===== config.mk =====
export PLATFORM = sky130hd
export DESIGN_NAME = pcsp_div
export DESIGN_NICKNAME = d
export VERILOG_FILES = /design/src/rtl/pcsp_pkg.sv /design/src/rtl/pcsp_div.sv
export SDC_FILE = /design/constraint.sdc
export NUM_CORES = 1
export LEC_CHECK = 0
export ABC_AREA = 1
export BUFFER_PORTS_ARGS = -buffer_cell sky130_fd_sc_hd__buf_4
export CORE_MARGIN = 2
export CORE_UTILIZATION = 55
export DETAILED_ROUTE_END_ITERATION = 12
export HOLD_SLACK_MARGIN = 0.03
export PLACE_DENSITY = 0.82
export SLEW_MARGIN = 40
export SYNTH_ARGS = -nofsm -noshare
export SYNTH_HDL_FRONTEND = slang
export SYNTH_SLANG_ARGS = --single-unit

===== constraint.sdc =====
create_clock -name clock -period 6.9 [get_ports clock]
set_clock_uncertainty 0.2 [all_clocks]
set_input_delay 1.38 -clock clock [delete_from_list [all_inputs] [get_ports clock]]
set_output_delay 1.38 -clock clock [all_outputs]
set_load 0.005 [all_outputs]

===== src/rtl/pcsp_pkg.sv =====
// Shared types, constants and helper functions of the pixel color pipeline.
package pcsp_pkg;

   localparam int TABLE_DEPTH    = 4096;
   localparam int FRAC_BITS      = 12;
   localparam int COEF_FRAC_BITS = 14;

   localparam int COMP_W   = 16;
   localparam int ALPHA_W  = 13;
   localparam int TAB_AW   = $clog2(TABLE_DEPTH);
   localparam int COEF_W   = 18;
   localparam int ROW_W    = 3 * COEF_W;
   localparam int PROD_W   = COMP_W + 1 + COEF_W;
   localparam int SUM_W    = PROD_W + 2;
   localparam int PMUL_W   = COMP_W + ALPHA_W;
   localparam int NUM_W    = COMP_W + FRAC_BITS;
   localparam int REM_W    = ALPHA_W + 1;
   localparam int DIV_BITS_PER_STEP = 2;
   localparam int DIV_STEPS = COMP_W / DIV_BITS_PER_STEP;
   localparam int DIV_LAT   = DIV_STEPS + 1;
   localparam int CSR_IDX_W = 3;

   localparam logic [COMP_W-1:0] COMP_MAX = '1;

   // register indexes of the configuration port
   localparam logic [CSR_IDX_W-1:0] REG_IN_CURVE  = 3'd0;
   localparam logic [CSR_IDX_W-1:0] REG_OUT_CURVE = 3'd1;
   localparam logic [CSR_IDX_W-1:0] REG_MATRIX_EN = 3'd2;
   localparam logic [CSR_IDX_W-1:0] REG_PREMULT   = 3'd3;
   localparam logic [CSR_IDX_W-1:0] REG_ROW0      = 3'd4;
   localparam logic [CSR_IDX_W-1:0] REG_ROW1      = 3'd5;
   localparam logic [CSR_IDX_W-1:0] REG_ROW2      = 3'd6;

   localparam logic [ROW_W-1:0] ROW0_RESET = ROW_W'(64'd16384);
   localparam logic [ROW_W-1:0] ROW1_RESET = ROW_W'(64'd4294967296);
   localparam logic [ROW_W-1:0] ROW2_RESET = ROW_W'(64'd1125899906842624);

   typedef enum logic [1:0] {
      KIND_PIXEL   = 2'd0,
      KIND_LIN_WR  = 2'd1,
      KIND_DLIN_WR = 2'd2,
      KIND_NONE    = 2'd3
   } kind_type;

   typedef logic [2:0][COMP_W-1:0] comp3_type;

   // sideband that travels with every item
   typedef struct packed {
      logic                valid;
      kind_type            kind;
      logic                unpre;
      logic [ALPHA_W-1:0]  alpha;
      logic [TAB_AW-1:0]   idx;
      logic [COMP_W-1:0]   val;
   } side_type;

   function automatic logic [TAB_AW-1:0] sat_index(input logic [COMP_W-1:0] c);
      logic [TAB_AW-1:0] r;
      if (c > COMP_W'(TABLE_DEPTH - 1)) r = '1;
      else                              r = c[TAB_AW-1:0];
      return r;
   endfunction

endpackage


===== src/rtl/pcsp_div.sv =====
// Pipelined restoring divider for unpremultiply, two quotient bits per stage.
module pcsp_div import pcsp_pkg::*; (
   input  logic               clock,
   input  logic               en,
   input  logic [NUM_W-1:0]   num_in,
   input  logic [ALPHA_W-1:0] den_in,
   output logic [COMP_W-1:0]  quo_out
);

   logic [REM_W-1:0]   rem_ff [DIV_STEPS+1];
   logic [COMP_W-1:0]  nlo_ff [DIV_STEPS+1];
   logic [COMP_W-1:0]  quo_ff [DIV_STEPS+1];
   logic [ALPHA_W-1:0] den_ff [DIV_STEPS+1];
   logic               sat_ff [DIV_STEPS+1];

   // quotient overflows 16 bits exactly when the top numerator bits reach the divisor
   always_ff @(posedge clock) begin
      if (en) begin
         rem_ff[0] <= REM_W'(num_in[NUM_W-1 -: FRAC_BITS]);
         nlo_ff[0] <= num_in[COMP_W-1:0];
         quo_ff[0] <= '0;
         den_ff[0] <= den_in;
         sat_ff[0] <= ALPHA_W'(num_in[NUM_W-1 -: FRAC_BITS]) >= den_in;
      end
   end

   for (genvar s = 0; s < DIV_STEPS; s++) begin : g_step
      logic [REM_W-1:0]  rem_in;
      logic [COMP_W-1:0] nlo_in;
      logic [COMP_W-1:0] quo_in;

      always_comb begin
         rem_in = rem_ff[s];
         nlo_in = nlo_ff[s];
         quo_in = quo_ff[s];
         for (int b = 0; b < DIV_BITS_PER_STEP; b++) begin
            rem_in = {rem_in[REM_W-2:0], nlo_in[COMP_W-1]};
            nlo_in = {nlo_in[COMP_W-2:0], 1'b0};
            if (rem_in >= REM_W'(den_ff[s])) begin
               rem_in = rem_in - REM_W'(den_ff[s]);
               quo_in = {quo_in[COMP_W-2:0], 1'b1};
            end else begin
               quo_in = {quo_in[COMP_W-2:0], 1'b0};
            end
         end
      end

      always_ff @(posedge clock) begin
         if (en) begin
            rem_ff[s+1] <= rem_in;
            nlo_ff[s+1] <= nlo_in;
            quo_ff[s+1] <= quo_in;
            den_ff[s+1] <= den_ff[s];
            sat_ff[s+1] <= sat_ff[s];
         end
      end
   end

   assign quo_out = sat_ff[DIV_STEPS] ? COMP_MAX : quo_ff[DIV_STEPS];

endmodule


### Word level (Yosys, flattened, before mapping)

Memory sizes are Yosys's and may differ from the RTL's.
Cells that the tools add are included.

* register bits after elaboration: 0
* memories kept: 5
* memory bits (writable): 540

Memories
* nlo_ff: depth 9, width 16, read ports 8, clocked after memory_dff 0, wr ports 9, RTL line pcsp_div.sv:11 `logic [COMP_W-1:0] nlo_ff [DIV_STEPS+1];`
* quo_ff: depth 9, width 16, read ports 9, clocked after memory_dff 0, wr ports 9, RTL line pcsp_div.sv:12 `logic [COMP_W-1:0] quo_ff [DIV_STEPS+1];`
* rem_ff: depth 9, width 14, read ports 8, clocked after memory_dff 0, wr ports 9, RTL line pcsp_div.sv:10 `logic [REM_W-1:0] rem_ff [DIV_STEPS+1];`
* den_ff: depth 9, width 13, read ports 8, clocked after memory_dff 0, wr ports 9, RTL line pcsp_div.sv:13 `logic [ALPHA_W-1:0] den_ff [DIV_STEPS+1];`
* sat_ff: depth 9, width 1, read ports 9, clocked after memory_dff 0, wr ports 9, RTL line pcsp_div.sv:14 `logic sat_ff [DIV_STEPS+1];`

* magnitude comparators: 17
* add/subtract/negate cells: 16
* mux-type cells: 35

Operator list (number)
* $ge 14x13->1: 16
* $mux 14: 8
* $sub 14x13->14: 8
* $mux 13: 8
* $sub 13x13->13: 8
* $mux 1: 18
* $mux 16: 1
* $ge 12x13->1: 1

### Logic depth before layout (Yosys ltp)

An unclocked memory read counts as a cell.

* depth after elaboration: 5
* depth in mapped cells: 28
* depth with buffers taken out: 26

### Worst setup path before layout

No wires, ideal clock.

* path kind: reg2reg
* start point: memory nlo_ff[5][15] (netlist: nlo_ff[0][95])
* end point: memory rem_ff[0][91] in the netlist's numbering, data pin
* period minus slack after synthesis: 3.866 ns
* cell stages (with the launch flop): 24
* slack: 3.034 ns
* arrival time: 3.413 ns
* required time: 6.448 ns
* path through: edfxtp_1 -> inv_1 -> ha_1 -> inv_1 -> fa_1 -> a21oi_2 -> o21ai_2 -> nand4_4 -> nand3_4 -> buf_4 -> nand2_1 -> inv_1 -> nor2_1 -> ha_1 -> a21o_1 -> a21boi_1 -> nand3_1 -> nand3_1 -> nand3_1 -> a21oi_2 -> nand2_4 -> buf_6 -> nand2_1 -> nand2_1

RTL lines (RTL line)
* start, declared: pcsp_div.sv:11
* end, declared: pcsp_div.sv:10

==> results by group <==
Cells and area
  • # fillers: 3595
  • Layout area overhead: 9.25%
  • Seq. cell area: 10800 sq um
  • Most common cell after layout, fill and taps aside: nand2_1
  • Nets: between 2k and 3k
  • Multi-input logic area: 11400 sq um
  • Number of diodes: 0
  • Commonest non-fill, non-tap cells in the layout: nand2_1 (714), edfxtp_1 (360), inv_1 (357)
  • Fraction of layout cells with a size suffix above 1: about 8.5%

Synthesis
  • Leading area contributor after synthesis: edfxtp_1
  • Synth top area cells: edfxtp_1 (45%), ha_1 (12%), nand2_1 (11%), inv_1 (5.6%), nand3_1 (3.5%)
  • Number of synthesized flops with an enable pin: 360
  • Largest family of logic cells by synthesized area: simple AND/OR/NAND/NOR gates
  • Seq/Total Area, Yosys: 45.3%
  • Post-Syn Nets: between 2k and 3k
  • Yosys cell types: 52
  • Synth Area in Compound Gates: 7.96%
  • Syn Inst Count: roughly 2.6k
  • Mux cell area share after synthesis: 0%
  • Mean post-synth cell area: 9.04 sq um
  • Yosys warnings: 0
  • Async SR Flop Fraction: 0%
  • Yosys reg bits: 360
  • Post-synthesis simple-gate area fraction: 21.7%
  • Post-Syn Area: 23900 sq um
  • Primary FF master, synth: edfxtp_1
  • Adder-cell share of the synthesized area: 12.8%
  • Synth Area in XOR/XNOR: 5.31%
  • Top-area cell type share of the netlist area: between 40% and 50%

Global routing
  • Antenna violations before repair: 0
  • GRT Overall Usage: 24.2%
  • Grt ovf: 0
  • Vias in the first global route: 17.0k
  • Global-route wire length before repair: approximately 86000 um
  • Largest net degree at the start of global routing: 118

Timing
  • Fmax: 201 MHz
  • Worst slew pin tran: around 0.68 ns
  • Final TNS setup: 0 ns
  • WHS: approximately 0.21 ns
  • Number of endpoints failing setup at the final stage: 0
  • Unrepaired setup endpoints after global routing: false
  • Final Hold Viols: 0
  • Final count of pins violating max slew: 0
  • Period minus WS final: 4.97 ns
  • Max_slew headroom: 54.6%
  • Period utilization: between 70% and 80%

Floorplan
  • Core Region: 43000 sq um
  • Die area: 45100 sq um
  • Number of core rows: 76
  • Initial Util: 55.6%
  • Die height: between 200 and 250 um
  • Die width: 212 um
  • I/O Pins: 59

Worst setup path
  • Largest fanout on the critical path: 17
  • Worst path required time: 7.02 ns
  • CP arrival: 5.08 ns
  • Worst Setup Path Type: reg -> reg
  • Critical path startpoint category: flip-flop
  • CP Capture Type: flip-flop

Route
  • Iter 0 DRT Violations: between 1.5k and 2k
  • DRT Wirelength: 53500 um
  • First drt pass iteration count: 6
  • Antenna viol nets, final: 0
  • Post-DR wirelength/cell: 16.1 um
  • Vias/cell: 5.43
  • Drc violations: 0
  • Via Count: about 18k

Clock network
  • TritonCTS Buffers: 39
  • Clk root buf: clkbuf_16
  • Postcts setup bufs: 0
  • CTS H-tree lvls: 2
  • CTS tree: done
  • CTS Hold Buffers Added: 0
  • CTS sink cnt: 360
  • Max clock buf depth: 3
  • Post-cts gate resize count: 0
  • Clk Latency, worst-skew pair: approximately 0.56 ns
  • Reg clk slew, reported paths: around 0.060 ns

Min path
  • Worst hold path type: reg -> reg

Flow run
  • Max-Cap Viols: 0

Placement
  • Post-DP HPWL: between 40000 and 50000 um
  • GP Congestion: 0.917
  • Port bufs: 58

Run status
  • Status: complete, no violations
[worst paths after layout]
kind	startpoint	end	slack (ns)	cells after the start
max	den_ff[0][18]	rem_ff[0][36]	1.93	21
min	quo_ff[1][0]	quo_ff[2][2]	0.21	0
max reg2reg	den_ff[0][18]	rem_ff[0][36]	1.93	21
min reg2reg	quo_ff[1][0]	quo_ff[2][2]	0.21	0
[registers in the layout, indices dropped and copies added (netlist names)]
| signal | cells |
|---|---|
| den_ff | 104 |
| rem_ff | 103 |
| sat_ff | 9 |
| quo_ff | 72 |
| nlo_ff | 72 |
[critical path, stage by stage, from the launching register on]
cell,delay (ns)
edfxtp_1,0.39
inv_1,0.14
ha_1,0.31
a21oi_1,0.24
o21ai_0,0.14
nand2_1,0.08
nand3_1,0.10
nand2_1,0.11
nand3_1,0.36
o21ai_0,0.59
inv_1,0.09
ha_1,0.35
nand2_1,0.14
inv_1,0.05
a21boi_1,0.14
nand3_1,0.15
nand2_1,0.11
nand3_1,0.07
a21oi_1,0.13
buf_4,0.20
nand2_2,0.22
o21ai_0,0.42
[cell type report]
class	count	area share, %
Clock buffer	49	4.05
Clock inverter	19	0.666
Inverter	372	5.37
Multi-Input combinational cell	1878	43.7
Sequential cell	360	41.4
Tap cell	585	2.80
Timing Repair Buffer	64	2.01
[cell usage after synthesis, drive strengths merged (14+ instances only)]
| master | number |
|---|---|
| fa | 15 |
| nand3 | 179 |
| buf | 32 |
| edfxtp | 360 |
| o21bai | 22 |
| nand2 | 739 |
| nand4 | 44 |
| a21o | 24 |
| nor3 | 28 |
| o21ai | 117 |
| or2 | 25 |
| ha | 220 |
| inv | 372 |
| a21oi | 141 |
| nand3b | 14 |
| nor2 | 137 |
| xor2 | 84 |
| xnor2 | 59 |
[per-layer routing]
metal  routed length, um  part of all wire (%)  GRT usage (%)  vias up
met5                   0                     0              0        -
met4                1410                   2.6           7.43        0
met3                3670                   6.9           3.59      112
met2               23300                    44           36.8      628
met1               25100                    47           35.7     8305
li1                    -                     -              -     9005
[logic make-up (layout without fill, tap and decap cells)]
group	after synthesis	after routing
buffers and inverters	405	504
DFF	360	360
adders and majority gates	235	235
xor gates and xnor gates	143	143
and+or+nand+nor	1171	1171
AOI/OAI and AO/OA	329	329
[metrics by stage]
| step | instances | setup slack (ns) | util (%) | cell area (sq um) |
|---|---|---|---|---|
| after CTS | 3326 | 2.01 | 60.7 | 26100 |
| after floorplan | 2643 | 3.03 | - | 23900 |
| after global placement | 3258 | 2.05 | 57.8 | 24800 |
| final | 3327 | 1.93 | 60.7 | 26100 |
| after global routing | 3327 | 1.49 | 60.7 | 26100 |
| after detailed placement | 3258 | 2.03 | 57.8 | 24800 |
Power is not shown: default switching activity piles up to over one toggle a cycle in this logic, so the estimate is an artifact.
